<file path="config.mk">
export PLATFORM = sky130hd
export DESIGN_NAME = grid_neighbour_count_3x3_top
export DESIGN_NICKNAME = d
export VERILOG_FILES = /design/src/rtl/gnc_pkg.sv /design/src/rtl/gnc_ram.sv /design/src/rtl/gnc_window.sv /design/src/rtl/gnc_ofifo.sv /design/src/rtl/grid_neighbour_count_3x3_top.sv
export VERILOG_INCLUDE_DIRS = /design/src /design/src/rtl
export SDC_FILE = /design/constraint.sdc
export NUM_CORES = 1
export LEC_CHECK = 0
export ABC_CLOCK_PERIOD_IN_PS = 6750
export BUFFER_PORTS_ARGS = -buffer_cell sky130_fd_sc_hd__buf_2
export CELL_PAD_IN_SITES_DETAIL_PLACEMENT = 1
export CELL_PAD_IN_SITES_GLOBAL_PLACEMENT = 2
export CORE_MARGIN = 2
export CORE_UTILIZATION = 49
export CTS_CLUSTER_DIAMETER = 100
export DETAILED_ROUTE_END_ITERATION = 7
export HOLD_SLACK_MARGIN = 0.1
export MAX_ROUTING_LAYER = met4
export PLACE_DENSITY = 0.95
export SYNTH_ARGS = -nofsm -noshare
export SYNTH_HDL_FRONTEND = slang
export SYNTH_SLANG_ARGS = --single-unit
</file>
<file path="constraint.sdc">
create_clock -name clk_i -period 6.75 [get_ports clk_i]
set_input_delay 0.675 -clock clk_i [delete_from_list [all_inputs] [get_ports clk_i]]
set_output_delay 0.675 -clock clk_i [all_outputs]
set_load 0.05 [all_outputs]
</file>
<file path="src/rtl/assert_macros.svh">
// Assertion helpers for the RTL.
`ifndef ASSERT_MACROS_SVH
`define ASSERT_MACROS_SVH

// Check a property on every rising clock edge outside reset.
`define GNC_ASSERT(lbl, clk, rstn, prop, msg) \
  lbl: assert property (@(posedge clk) disable iff (!rstn) prop) \
    else $error(msg);

// Check that a condition never holds outside reset.
`define GNC_ASSERT_NEVER(lbl, clk, rstn, cond, msg) \
  `GNC_ASSERT(lbl, clk, rstn, !(cond), msg)

`endif

</file>
<file path="src/rtl/gnc_pkg.sv">
`default_nettype none

package gnc_pkg;

  localparam int unsigned MAX_SIZE = 32;
  localparam int unsigned COL_W    = (MAX_SIZE > 1) ? $clog2(MAX_SIZE) : 1;
  localparam int unsigned SIZE_W   = 6;
  localparam int unsigned COUNT_W  = 4;
  localparam int unsigned COORD_W  = 5;

  localparam logic [SIZE_W-1:0] SIZE_RESET = 6'd8;

  // line store entry: row tag of the write, then the older and the newer row
  localparam int unsigned LINE_W = COL_W + 2;

  typedef struct packed {
    logic [COL_W-1:0] row;    // row of the cell written with this entry
    logic             older;  // bit of the row before it
    logic             newer;  // bit of the row itself
  } line_t;

  localparam int unsigned FIFO_DEPTH = 4;
  localparam int unsigned FIFO_PTR_W = 2;
  localparam int unsigned FIFO_CNT_W = 3;

  typedef struct packed {
    logic [COUNT_W-1:0] window_count;
    logic [COORD_W-1:0] row;
    logic [COORD_W-1:0] col;
    logic               last;
  } result_t;

  // one column of the window moving through the count stage
  typedef struct packed {
    logic             flush;    // column replayed for the last row
    logic             emit_en;  // counts for the center row are due
    logic             at_end;   // column is the last one of the row
    logic [COL_W-1:0] row;      // row of the centers this column closes
    logic [COL_W-1:0] col;
  } col_ev_t;

endpackage

`default_nettype wire

</file>
<file path="src/rtl/gnc_ram.sv">
`default_nettype none

module gnc_ram #(
  parameter int unsigned Width = 2,
  parameter int unsigned Depth = 32
) (
  input  wire logic                                          clk_i,
  input  wire logic                                          we_i,
  input  wire logic [((Depth > 1) ? $clog2(Depth) : 1)-1:0] waddr_i,
  input  wire logic [Width-1:0]                              wdata_i,
  input  wire logic                                          re_i,
  input  wire logic [((Depth > 1) ? $clog2(Depth) : 1)-1:0] raddr_i,
  output logic      [Width-1:0]                              rdata_o
);

  logic [Width-1:0] mem_q [Depth];
  logic [Width-1:0] rdata_q;

  always_ff @(posedge clk_i) begin
    if (we_i) begin
      mem_q[waddr_i] <= wdata_i;
    end
    if (re_i) begin
      rdata_q <= mem_q[raddr_i];
    end
  end

  assign rdata_o = rdata_q;

endmodule

`default_nettype wire

</file>
<file path="src/rtl/gnc_window.sv">
`default_nettype none

module gnc_window (
  input  wire logic             clk_i,
  input  wire logic             fire_i,
  input  wire gnc_pkg::col_ev_t ev_i,
  input  wire logic [2:0]       col_bits_i,
  output gnc_pkg::result_t      res_a_o,
  output logic                  res_a_vld_o,
  output gnc_pkg::result_t      res_b_o,
  output logic                  res_b_vld_o
);

  function automatic logic [gnc_pkg::COUNT_W-1:0] pop3(input logic [2:0] v);
    return gnc_pkg::COUNT_W'(v[0]) + gnc_pkg::COUNT_W'(v[1]) + gnc_pkg::COUNT_W'(v[2]);
  endfunction

  // two columns to the left of the incoming one
  logic [2:0] w1_q;
  logic [2:0] w2_q;
  logic [2:0] left_a;
  logic [2:0] left_b;

  always_ff @(posedge clk_i) begin
    if (fire_i) begin
      w2_q <= w1_q;
      w1_q <= col_bits_i;
    end
  end

  always_comb begin
    left_a = (ev_i.col > gnc_pkg::COL_W'(1)) ? w2_q : 3'b000;
    left_b = (ev_i.col != '0) ? w1_q : 3'b000;

    // center one column back: left, center and incoming column
    res_a_o.window_count = pop3(left_a) + pop3(w1_q) + pop3(col_bits_i);
    res_a_o.row          = gnc_pkg::COORD_W'(ev_i.row);
    res_a_o.col          = gnc_pkg::COORD_W'(ev_i.col - gnc_pkg::COL_W'(1));
    res_a_o.last         = 1'b0;
    res_a_vld_o          = ev_i.emit_en && (ev_i.col != '0);

    // center on the last column: right side lies outside the grid
    res_b_o.window_count = pop3(left_b) + pop3(col_bits_i);
    res_b_o.row          = gnc_pkg::COORD_W'(ev_i.row);
    res_b_o.col          = gnc_pkg::COORD_W'(ev_i.col);
    res_b_o.last         = ev_i.flush;
    res_b_vld_o          = ev_i.emit_en && ev_i.at_end;
  end

endmodule

`default_nettype wire

</file>
<file path="src/rtl/gnc_ofifo.sv">
`default_nettype none

module gnc_ofifo (
  input  wire logic             clk_i,
  input  wire logic             rst_ni,
  input  wire logic             push_a_i,
  input  wire gnc_pkg::result_t data_a_i,
  input  wire logic             push_b_i,
  input  wire gnc_pkg::result_t data_b_i,
  input  wire logic             pop_i,
  output logic                  valid_o,
  output gnc_pkg::result_t      head_o,
  output logic                  room_o
);

  gnc_pkg::result_t                  mem_q [gnc_pkg::FIFO_DEPTH];
  logic [gnc_pkg::FIFO_PTR_W-1:0]    wptr_q, wptr_d, wptr_b;
  logic [gnc_pkg::FIFO_PTR_W-1:0]    rptr_q, rptr_d;
  logic [gnc_pkg::FIFO_CNT_W-1:0]    cnt_q, cnt_d;
  logic [1:0]                        n_push;

  always_comb begin
    n_push = {1'b0, push_a_i} + {1'b0, push_b_i};
    wptr_b = push_a_i ? (wptr_q + gnc_pkg::FIFO_PTR_W'(1)) : wptr_q;
    wptr_d = wptr_q + gnc_pkg::FIFO_PTR_W'(n_push);
    rptr_d = rptr_q + gnc_pkg::FIFO_PTR_W'(pop_i);
    cnt_d  = cnt_q + gnc_pkg::FIFO_CNT_W'(n_push) - gnc_pkg::FIFO_CNT_W'(pop_i);
  end

  always_ff @(posedge clk_i) begin
    if (push_a_i) begin
      mem_q[wptr_q] <= data_a_i;
    end
    if (push_b_i) begin
      mem_q[wptr_b] <= data_b_i;
    end
  end

  always_ff @(posedge clk_i or negedge rst_ni) begin
    if (!rst_ni) begin
      wptr_q <= '0;
      rptr_q <= '0;
      cnt_q  <= '0;
    end else begin
      wptr_q <= wptr_d;
      rptr_q <= rptr_d;
      cnt_q  <= cnt_d;
    end
  end

  assign valid_o = (cnt_q != '0);
  assign head_o  = mem_q[rptr_q];
  // room for the two results one column can close
  assign room_o  = (cnt_q <= gnc_pkg::FIFO_CNT_W'(gnc_pkg::FIFO_DEPTH - 2));

endmodule

`default_nettype wire

</file>
<file path="src/rtl/grid_neighbour_count_3x3_top.sv">
// Channel   Direction  Handshake                  Payload
// in        request    in_valid_i / in_ready_o    cell_set_i
// out       result     out_valid_o / out_ready_i  window_count_o, out_row_o, out_col_o,
//                                                 last_of_grid_o
// cfg       write      cfg_we_i                   cfg_wdata_i (grid_size)
//
// One cell is taken per cycle while in_ready_o is high; the line store RAM (one read,
// one write port) is read on accept and written back when the count stage fires, one
// column per cycle unless that stage stalls. A cell on the last column of a row below
// the first closes two results, the final cell of the grid n+2 for n > 1; the last
// row is then replayed from the line store. Results leave one per cycle while
// out_ready_i is high, through a 4-entry queue. Reset needs no clearing pass: a row
// tag in each entry and per-column valid bits, cleared when a grid starts, mask
// stale data. out_ready_i low fills the queue and then holds the count stage and in.
`default_nettype none

`include "assert_macros.svh"

module grid_neighbour_count_3x3_top (
  input  wire logic                          clk_i,
  input  wire logic                          rst_ni,
  input  wire logic                          in_valid_i,
  output logic                               in_ready_o,
  input  wire logic                          cell_set_i,
  output logic                               out_valid_o,
  input  wire logic                          out_ready_i,
  output logic [gnc_pkg::COUNT_W-1:0]        window_count_o,
  output logic [gnc_pkg::COORD_W-1:0]        out_row_o,
  output logic [gnc_pkg::COORD_W-1:0]        out_col_o,
  output logic                               last_of_grid_o,
  input  wire logic                          cfg_we_i,
  input  wire logic [gnc_pkg::SIZE_W-1:0]    cfg_wdata_i
);

  typedef enum logic {
    ST_RUN,
    ST_FLUSH
  } state_e;

  localparam int unsigned ColW = gnc_pkg::COL_W;

  state_e state_q;
  logic [ColW-1:0] fl_col_q;

  logic [gnc_pkg::SIZE_W-1:0] grid_size_q;
  logic [gnc_pkg::SIZE_W-1:0] n_eff;
  logic [ColW-1:0]            n_m1;

  // position of the next cell
  logic [ColW-1:0] row_q, col_q;
  logic [ColW-1:0] cur_r, cur_c;
  logic            restart;
  logic            cur_final;

  // count stage
  logic             p_vld_q;
  gnc_pkg::col_ev_t p_ev_q;
  logic             p_cell_q;
  logic [ColW-1:0]  p_row_q;
  logic             p_final_q;
  logic             p_fire, p_free;
  logic             enter_flush;
  logic             fl_load;
  logic             in_accept;

  // line store access
  logic                        rd_en, wr_en;
  logic [ColW-1:0]             rd_addr, wr_addr;
  gnc_pkg::line_t              wr_data, ram_rdata, line_word;
  logic                        fwd_q;
  gnc_pkg::line_t              fwd_word_q;
  logic [2:0]                  col_bits;
  logic                        row_ge1, row_ge2;

  // entries written in the current grid
  logic [gnc_pkg::MAX_SIZE-1:0] col_vld_q, col_vld_d;
  logic                         grid_start;
  logic                         line_vld_q, line_hit;
  logic                         hit_one, hit_two;
  logic                         newer_bit, older_bit;

  gnc_pkg::result_t res_a, res_b, head;
  logic             res_a_vld, res_b_vld;
  logic             fifo_room;

  // clamp the size into 1..MAX_SIZE
  always_comb begin
    if (grid_size_q == '0) begin
      n_eff = gnc_pkg::SIZE_W'(1);
    end else if (grid_size_q > gnc_pkg::SIZE_W'(gnc_pkg::MAX_SIZE)) begin
      n_eff = gnc_pkg::SIZE_W'(gnc_pkg::MAX_SIZE);
    end else begin
      n_eff = grid_size_q;
    end
    n_m1 = ColW'(n_eff - gnc_pkg::SIZE_W'(1));
  end

  // a position outside a shrunk grid starts a new grid
  assign restart   = (row_q > n_m1) || (col_q > n_m1);
  assign cur_r     = restart ? '0 : row_q;
  assign cur_c     = restart ? '0 : col_q;
  assign cur_final = (cur_r == n_m1) && (cur_c == n_m1);

  assign p_fire      = p_vld_q && fifo_room;
  assign p_free      = !p_vld_q || p_fire;
  assign enter_flush = p_fire && p_final_q;
  assign in_ready_o  = (state_q == ST_RUN) && p_free && !enter_flush;
  assign in_accept   = in_valid_i && in_ready_o;
  assign fl_load     = (state_q == ST_FLUSH) && p_free;

  assign rd_en   = in_accept || fl_load;
  assign rd_addr = fl_load ? fl_col_q : cur_c;
  assign wr_en   = p_fire && !p_ev_q.flush;
  assign wr_addr = p_ev_q.col;

  // drop every entry of the old grid when cell (0,0) comes in
  assign grid_start = in_accept && (cur_r == '0) && (cur_c == '0);

  always_comb begin
    col_vld_d = col_vld_q;
    if (wr_en) begin
      col_vld_d[wr_addr] = 1'b1;
    end
    if (grid_start) begin
      col_vld_d = '0;
    end
  end

  always_ff @(posedge clk_i or negedge rst_ni) begin
    if (!rst_ni) begin
      col_vld_q <= '0;
    end else begin
      col_vld_q <= col_vld_d;
    end
  end

  always_ff @(posedge clk_i or negedge rst_ni) begin
    if (!rst_ni) begin
      grid_size_q <= gnc_pkg::SIZE_RESET;
    end else if (cfg_we_i) begin
      grid_size_q <= cfg_wdata_i;
    end
  end

  // advance the position on every accepted request
  always_ff @(posedge clk_i or negedge rst_ni) begin
    if (!rst_ni) begin
      row_q <= '0;
      col_q <= '0;
    end else if (in_accept) begin
      if (cur_c == n_m1) begin
        row_q <= cur_final ? '0 : ColW'(cur_r + ColW'(1));
        col_q <= '0;
      end else begin
        row_q <= cur_r;
        col_q <= ColW'(cur_c + ColW'(1));
      end
    end
  end

  // replay sequencer for the last row
  always_ff @(posedge clk_i or negedge rst_ni) begin
    if (!rst_ni) begin
      state_q  <= ST_RUN;
      fl_col_q <= '0;
    end else begin
      case (state_q)
        ST_RUN: begin
          if (enter_flush) begin
            state_q  <= ST_FLUSH;
            fl_col_q <= '0;
          end
        end
        ST_FLUSH: begin
          if (fl_load) begin
            fl_col_q <= ColW'(fl_col_q + ColW'(1));
            if (fl_col_q == n_m1) begin
              state_q <= ST_RUN;
            end
          end
        end
        default: begin
          state_q <= ST_RUN;
        end
      endcase
    end
  end

  always_ff @(posedge clk_i or negedge rst_ni) begin
    if (!rst_ni) begin
      p_vld_q <= 1'b0;
    end else if (rd_en) begin
      p_vld_q <= 1'b1;
    end else if (p_fire) begin
      p_vld_q <= 1'b0;
    end
  end

  always_ff @(posedge clk_i) begin
    if (in_accept) begin
      p_ev_q.flush   <= 1'b0;
      p_ev_q.emit_en <= (cur_r != '0);
      p_ev_q.at_end  <= (cur_c == n_m1);
      p_ev_q.row     <= ColW'(cur_r - ColW'(1));
      p_ev_q.col     <= cur_c;
      p_cell_q       <= cell_set_i;
      p_row_q        <= cur_r;
      p_final_q      <= cur_final;
    end else if (fl_load) begin
      p_ev_q.flush   <= 1'b1;
      p_ev_q.emit_en <= 1'b1;
      p_ev_q.at_end  <= (fl_col_q == n_m1);
      p_ev_q.row     <= n_m1;
      p_ev_q.col     <= fl_col_q;
      p_cell_q       <= 1'b0;
      p_row_q        <= n_m1;
      p_final_q      <= 1'b0;
    end
  end

  // forward a write-back that hits the entry read in the same cycle
  always_ff @(posedge clk_i or negedge rst_ni) begin
    if (!rst_ni) begin
      fwd_q      <= 1'b0;
      line_vld_q <= 1'b0;
    end else if (rd_en) begin
      fwd_q      <= wr_en && (wr_addr == rd_addr);
      line_vld_q <= col_vld_q[rd_addr];
    end
  end

  always_ff @(posedge clk_i) begin
    if (rd_en) begin
      fwd_word_q <= wr_data;
    end
  end

  assign line_word = fwd_q ? fwd_word_q : ram_rdata;
  assign row_ge1   = (p_row_q != '0);
  assign row_ge2   = (p_row_q > ColW'(1));

  // an entry written one row back holds both rows, one written two rows back
  // holds only the older row; anything else reads as clear
  assign line_hit  = fwd_q || line_vld_q;
  assign hit_one   = line_hit && (line_word.row == p_ev_q.row);
  assign hit_two   = line_hit && (line_word.row == ColW'(p_ev_q.row - ColW'(1)));
  assign newer_bit = hit_one && line_word.newer;
  assign older_bit = (hit_one && line_word.older) || (hit_two && line_word.newer);

  // rows above the grid read as clear; the last row replays with nothing below
  always_comb begin
    if (p_ev_q.flush) begin
      col_bits = {older_bit & row_ge1, newer_bit, 1'b0};
    end else begin
      col_bits = {older_bit & row_ge2, newer_bit & row_ge1, p_cell_q};
    end
    wr_data.row   = p_row_q;
    wr_data.older = col_bits[1];
    wr_data.newer = p_cell_q;
  end

  gnc_ram #(
    .Width(gnc_pkg::LINE_W),
    .Depth(gnc_pkg::MAX_SIZE)
  ) u_line_ram (
    .clk_i  (clk_i),
    .we_i   (wr_en),
    .waddr_i(wr_addr),
    .wdata_i(wr_data),
    .re_i   (rd_en),
    .raddr_i(rd_addr),
    .rdata_o(ram_rdata)
  );

  gnc_window u_window (
    .clk_i      (clk_i),
    .fire_i     (p_fire),
    .ev_i       (p_ev_q),
    .col_bits_i (col_bits),
    .res_a_o    (res_a),
    .res_a_vld_o(res_a_vld),
    .res_b_o    (res_b),
    .res_b_vld_o(res_b_vld)
  );

  gnc_ofifo u_ofifo (
    .clk_i   (clk_i),
    .rst_ni  (rst_ni),
    .push_a_i(p_fire && res_a_vld),
    .data_a_i(res_a),
    .push_b_i(p_fire && res_b_vld),
    .data_b_i(res_b),
    .pop_i   (out_valid_o && out_ready_i),
    .valid_o (out_valid_o),
    .head_o  (head),
    .room_o  (fifo_room)
  );

  assign window_count_o = head.window_count;
  assign out_row_o      = head.row;
  assign out_col_o      = head.col;
  assign last_of_grid_o = head.last;

  `GNC_ASSERT_NEVER(a_no_request_in_flush, clk_i, rst_ni, (state_q == ST_FLUSH) && in_accept, "request taken during last-row replay")
  `GNC_ASSERT(a_request_enters_stage, clk_i, rst_ni, in_accept |=> (p_vld_q && !p_ev_q.flush), "accepted request missing from count stage")
  `GNC_ASSERT(a_last_on_final_col, clk_i, rst_ni, (out_valid_o && last_of_grid_o) |-> (out_col_o == gnc_pkg::COORD_W'(n_m1)), "grid end flagged off the last column")

endmodule

`default_nettype wire
</file>
Word-level counts from Yosys, hierarchy flattened
Memory sizes are Yosys's and may differ from the RTL's. A register that Yosys moved wholly into a read port is not among the register bits.
Index checks and enable logic that the tools add are counted.
Widths: inputs -> output; s select.
- bits in registers: 97
- bits in writable memories: 284
- input port bits: 12
- output and inout port bits: 17
- logic and storage cells: 155
- memories: 2
- memories (memory ; depth ; width ; read ports ; clocked after Yosys merged registers in ; wr ports ; RTL line ; text):
    u_line_ram.mem_q ; 32 ; 7 ; 1 ; 1 ; 1 ; gnc_ram.sv:16 ; logic [Width-1:0] mem_q [Depth];
    u_ofifo.mem_q ; 4 ; 15 ; 1 ; 0 ; 2 ; gnc_ofifo.sv:16 ; gnc_pkg::result_t mem_q [gnc_pkg::FIFO_DEPTH];
- add/subtract/negate cells: 24
- order comparisons: 9
- equality and inequality tests: 8
- multiplexer cells: 41
- bitwise logic cells: 5
- reductions and logical operators: 41
- operators with widths (operator ; count):
    $mux 32 ; 2
    $mux 5 ; 12
    $or 32x32->32 ; 1
    $eq 5x5->1 ; 6
    $mux 12 ; 2
    $logic_and 1x1->1 ; 22
    $sub 5x1->5 const B ; 4
    $add 4x1->4 ; 4
    $mux 1 ; 16
    $add 5x1->5 const B ; 3
    $reduce_bool 5->1 ; 3
    $add 4x4->4 ; 3
    $lt 5x6->1 const B ; 2
    $add 1x1->2 ; 5
    $gt 5x1->1 const B ; 2
    $gt 5x5->1 ; 2
    $logic_not 5->1 ; 2
    $pmux 5 s2 ; 1
    $mux 3 ; 3
    $mux 7 ; 1
    $gt 6x6->1 const B ; 1
    $logic_not 6->1 ; 1
    $reduce_bool 2->1 ; 3
    $bmux 1 s5 ; 1
    18 further kinds ; 26

Depth between registers and ports, before layout
- word-level depth: 11
- depth in mapped cells: 20
- depth with buffers taken out: 18

By module
Synthesis repeated with hierarchy kept, for this count alone.
- cell total of the unflattened synthesis: 1181
- area total of the unflattened synthesis: 18281.3 um^2
- by module, submodules not included (module ; instances ; cells each ; area an instance (um^2) ; sequential area each (um^2)):
    gnc_ram ; 1 ; 370 ; 8903.5 ; 6936.7
    grid_neighbour_count_3x3_top ; 1 ; 546 ; 5101.1 ; 2228.4
    gnc_ofifo ; 1 ; 194 ; 3552.2 ; 1976.9
    gnc_window ; 1 ; 71 ; 724.4 ; 180.2

Worst setup path after synthesis
Ideal clock, no wire load.
- kind: register -> register
- start point: reg grid_size_q[3] (netlist name)
- end point: reg col_vld_q[10] (netlist name)
- library setup time: 0.066 ns
- data arrival time: 4.528 ns
- data required time: 6.684 ns
- slack: 2.156 ns
- cell stages (with the launch flop): 20
- path buffers: 4
- clock period less this slack: 4.594 ns
- cells stage by stage: dfstp_2 nor4_1 o21ai_1 ha_1 xor2_1 inv_1 ha_1 o21a_1 o211ai_1 a41oi_2 buf_2 nor2_1 clkbuf_1 nand2_1 ha_1 o211ai_1 or2_2 clkbuf_1 clkbuf_1 o21a_1
- cells in the longest elaborated chain, start to end: 11
- elaborated cells between the ends (all ways): 16
- those cells by class: 1 x add/sub; 3 x order compare; 5 x mux; 7 x reduce/logical
- ends and longest elaborated chain (element ; RTL line ; text):
    start: declaration ; grid_neighbour_count_3x3_top.sv:45 ; logic [gnc_pkg::SIZE_W-1:0] grid_size_q;
    start signal: assignment ; grid_neighbour_count_3x3_top.sv:139 ; grid_size_q <= gnc_pkg::SIZE_RESET;
    start signal: assignment ; grid_neighbour_count_3x3_top.sv:141 ; grid_size_q <= cfg_wdata_i;
    $gt 6x6->1 ; grid_neighbour_count_3x3_top.sv:90 ; end else if (grid_size_q > gnc_pkg::SIZE_W'(gnc_pkg::MAX_SIZE)) begin
    $mux 5 ; grid_neighbour_count_3x3_top.sv:90 ;
    $mux 5 * ; grid_neighbour_count_3x3_top.sv:88 ; if (grid_size_q == '0) begin
    $sub 5x1->5 * ; grid_neighbour_count_3x3_top.sv:95 ; n_m1 = ColW'(n_eff - gnc_pkg::SIZE_W'(1));
    $gt 5x5->1 ; grid_neighbour_count_3x3_top.sv:99 ; assign restart = (row_q > n_m1) || (col_q > n_m1);
    $logic_or 1x1->1 * ; grid_neighbour_count_3x3_top.sv:99 ;
    $mux 5 ; grid_neighbour_count_3x3_top.sv:100 ; assign cur_r = restart ? '0 : row_q;
    $logic_not 5->1 ; grid_neighbour_count_3x3_top.sv:117 ; assign grid_start = in_accept && (cur_r == '0) && (cur_c == '0);
    $logic_and 1x1->1 ; grid_neighbour_count_3x3_top.sv:117 ;
    $logic_and 1x1->1 * ; grid_neighbour_count_3x3_top.sv:117 ;
    $mux 32 / $reduce_bool 2->1 (equally long branches) ; -- ;
    end signal: assignment ; grid_neighbour_count_3x3_top.sv:133 ; col_vld_q <= col_vld_d;
    end: declaration ; grid_neighbour_count_3x3_top.sv:76 ; logic [gnc_pkg::MAX_SIZE-1:0] col_vld_q, col_vld_d;
Every way passes the cells marked *; elsewhere a longest branch is shown, timed or not.
A chain may end at the register's enable or synchronous reset.

Worst setup path after layout
- start point: reg grid_size_q[2] (netlist name)
- end point: reg col_vld_q[0] (netlist name)
The elaborated chain is that of the path after synthesis.

==> results.json <==
{
  "finalNetCount": 1458,
  "min_period_over_period_pct": 79.8,
  "ff_latch_area_um2": 11300,
  "wl_per_cell_um": 25.9,
  "cts.sinks": 388,
  "multi_input_area_um2": 6140,
  "drtIter0Drc": 915,
  "dieArea_um2": 38000,
  "cts-resized-gates": 0,
  "fp.dieW_um": 195,
  "io_pins": 29,
  "synth_ff_type": "edfxtp_1",
  "cp.arrival_ps": 5870,
  "critical_path_class": "reg -> reg",
  "synth_seq_area_share_pct": 63.3,
  "cellLeakagePower_uw": 0.00727,
  "hold_buffers": 0,
  "start_util_pct": 50.0,
  "groute.usage.overall_pct": 27.0,
  "cts_tree": "done",
  "rr_startpoint": "grid_size_q[2]$_DFFE_PN0P_",
  "fin_total_pwr_uw": 10500,
  "clock_skew_ps": 12.4,
  "wl_um": 49100,
  "vias": 11619,
  "cts_setup_buffers": 0,
  "tightest_slew_ps": 1320,
  "cts_buffers": 41,
  "rsz0062_at_grt": "no",
  "htreeDepth": 2,
  "synth_area_um2": 17900,
  "crit_required_ps": 7240,
  "yosysWarnings": 0,
  "first_global_vias": 12591,
  "synth.largest_area_cell": "edfxtp_1",
  "dpl.hpwl_um": 32700,
  "setup_viol": 0,
  "tns_ps": 0,
  "ys_top_cells_by_area": "edfxtp_1 54%, dfrtp_1 8.8%, mux2i_1 6.7%",
  "worstRegToRegCells": 15,
  "antenna_found_initial": 1,
  "syn_avg_cell_area_um2": 13.0,
  "syn_nets": 1434,
  "rrSetupSlack_ps": 1370,
  "drc": 0,
  "fin_crit_ps": 5380,
  "root_buffer": "clkbuf_16",
  "synth-seq-cells": 388,
  "path_max_fanout": 32,
  "synth.distinct_cells": 76,
  "r2r-end": "col_vld_q[0]$_DFFE_PN0P_",
  "slew_violations": 0,
  "hold_viol": 0,
  "drive_gt1_share_pct": 10.5,
  "fillers": 3561,
  "grt_pass1_wl_um": 76000,
  "synth-edff-count": 323,
  "critPathLaunchType": "register",
  "grt_max_degree": 65,
  "clock.fmax_mhz": 186,
  "die_y_um": 195,
  "status": "finished, final reports clean",
  "path_clk_slew_ps": 60,
  "port_buffers": 28,
  "rows": 69,
  "yosysTopAreaCellShare_pct": 54.3,
  "max_cap_violations": 0,
  "dr.pass1.iters": 5,
  "p_per_area_nw_per_um2": 528,
  "coreArea_um2": 35700,
  "slew_headroom_pct": 12.2,
  "cts_buffer_depth": 3,
  "gp_congestion": 0.869,
  "setup.worst_path.end_class": "register",
  "synthArstFlopShare_pct": 16.5,
  "clk_latency_ps": 560,
  "syn_to_final_growth_pct": 11.2,
  "syn_inst": 1377,
  "hold_path_class": "in -> async",
  "via_per_inst": 6.12,
  "ant_nets": 0,
  "grt-ovfl-total": 0,
  "ir_drop_uv": 331
}
==> registers in the layout (all words and copies together), names as in the netlist, 2 cells and up <==
| signal | count |
|---|---|
| col_q | 5 |
| col_vld_q | 32 |
| fl_col_q | 5 |
| fwd_word_q | 7 |
| grid_size_q | 6 |
| p_ev_q | 8 |
| p_row_q | 5 |
| row_q | 5 |
| u_line_ram.mem_q | 224 |
| u_line_ram.rdata_o | 7 |
| u_ofifo.cnt_q | 3 |
| u_ofifo.mem_q | 60 |
| u_ofifo.rptr_q | 2 |
| u_ofifo.wptr_q | 2 |
| u_window.w1_q | 3 |
| u_window.w2_q | 3 |
| wr_addr | 5 |
==> worst max path at each step <==
stage | start | endpoint
after floorplan | grid_size_q[3]$_DFFE_PN1P_ | col_vld_q[10]$_DFFE_PN0P_
after global placement | grid_size_q[2]$_DFFE_PN0P_ | col_vld_q[28]$_DFFE_PN0P_
after detailed placement | grid_size_q[2]$_DFFE_PN0P_ | col_vld_q[0]$_DFFE_PN0P_
after CTS | grid_size_q[2]$_DFFE_PN0P_ | col_vld_q[0]$_DFFE_PN0P_
after global routing | grid_size_q[2]$_DFFE_PN0P_ | col_vld_q[0]$_DFFE_PN0P_
final | grid_size_q[2]$_DFFE_PN0P_ | col_vld_q[0]$_DFFE_PN0P_
==> power breakdown <==
group	total, µW	switching, µW	internal (µW)	leakage (µW)
Sequential	3890	504	3390	0.00371
Clock	2280	959	1320	0.000665
Combinational	4340	2860	1480	0.00289
Total	10500	4330	6180	0.00727
==> cell usage in the layout (no fill, tap or decap), types with 35 or more instances in the layout <==
cell type / instances
o21a_1: 35
mux2i_1: 120
a21oi_1: 42
ha_1: 37
dfrtp_1: 63
edfxtp_1: 323
xnor2_1: 35
nor2_1: 87
nand3_1: 57
inv_1: 43
nand2_1: 195
clkbuf_16: 43
==> critical path: stages (launching register included) <==
cell and delay (ps):
dfrtp_1 430, nor4_1 280, o21ai_1 120, ha_1 230, xor2_1 400, inv_1 180
ha_1 330, o21a_1 130, o211ai_1 250, a41oi_2 490, nor2_1 900, nand2_1 280
ha_1 280, o211ai_1 120, or2_2 610, o21a_1 250
==> metrics by stage <==
stage	instance area (µm²)	cells	hold slack [ps]	worst slack, ps	utilization [%]
after floorplan	17900	1377	379	2160	-
after global placement	18500	1819	467	1690	51.8
after detailed placement	18500	1819	475	1460	51.8
after CTS	19900	1895	316	1410	55.6
after global routing	19900	1896	335	903	55.6
final	19900	1897	310	1370	55.6
==> logic make-up (layout without fill, tap and decap cells) <==
kind of cell	after synthesis	after routing	share of synthesized area, %
simple gates	417	417	10.3
flops	388	388	63.3
compound gates	219	219	8.58
mux	142	142	9.05
buf+inv	113	170	2.60
xor+xnor	52	52	2.55
fa+ha+maj	46	46	3.54
other cells	0	2	0
==> area by class of cell <==
class                   count  area share (%)
flip-flops and latches    388            56.9
multi-input cells         876            30.9
clock buffers              58            6.00
well taps                 461            2.90
repair buffers             51            1.64
clock inverters            18           0.818
inverters                  43           0.812
diodes                      2          0.0252
==> Yosys cell counts, drive strengths merged (10+ instances only) <==
cell type and instances:
edfxtp 323, nand2 195, mux2i 120, nor2 87, dfrtp 63, nand3 57, inv 43, a21oi 42
clkbuf 39, ha 37, o21ai 37, o21a 35, xnor2 35, buf 31, xor2 17, mux4 15
nand4 15, a32oi 13, a211oi 12, and2 11, nor3 11, o2111ai 11, a22oi 10
==> layer usage <==
| metal | routed length (µm) | vias to the layer above | GRT usage (%) |
|---|---|---|---|
| met3 | 2900 | 90 | 4.18 |
| met5 | 0 | - | - |
| met1 | 20200 | 5977 | 34.0 |
| li1 | - | 5156 | - |
| met2 | 24700 | 396 | 45.1 |
| met4 | 1300 | 0 | 8.74 |
No activity file was read; power rests on OpenSTA's default activity.
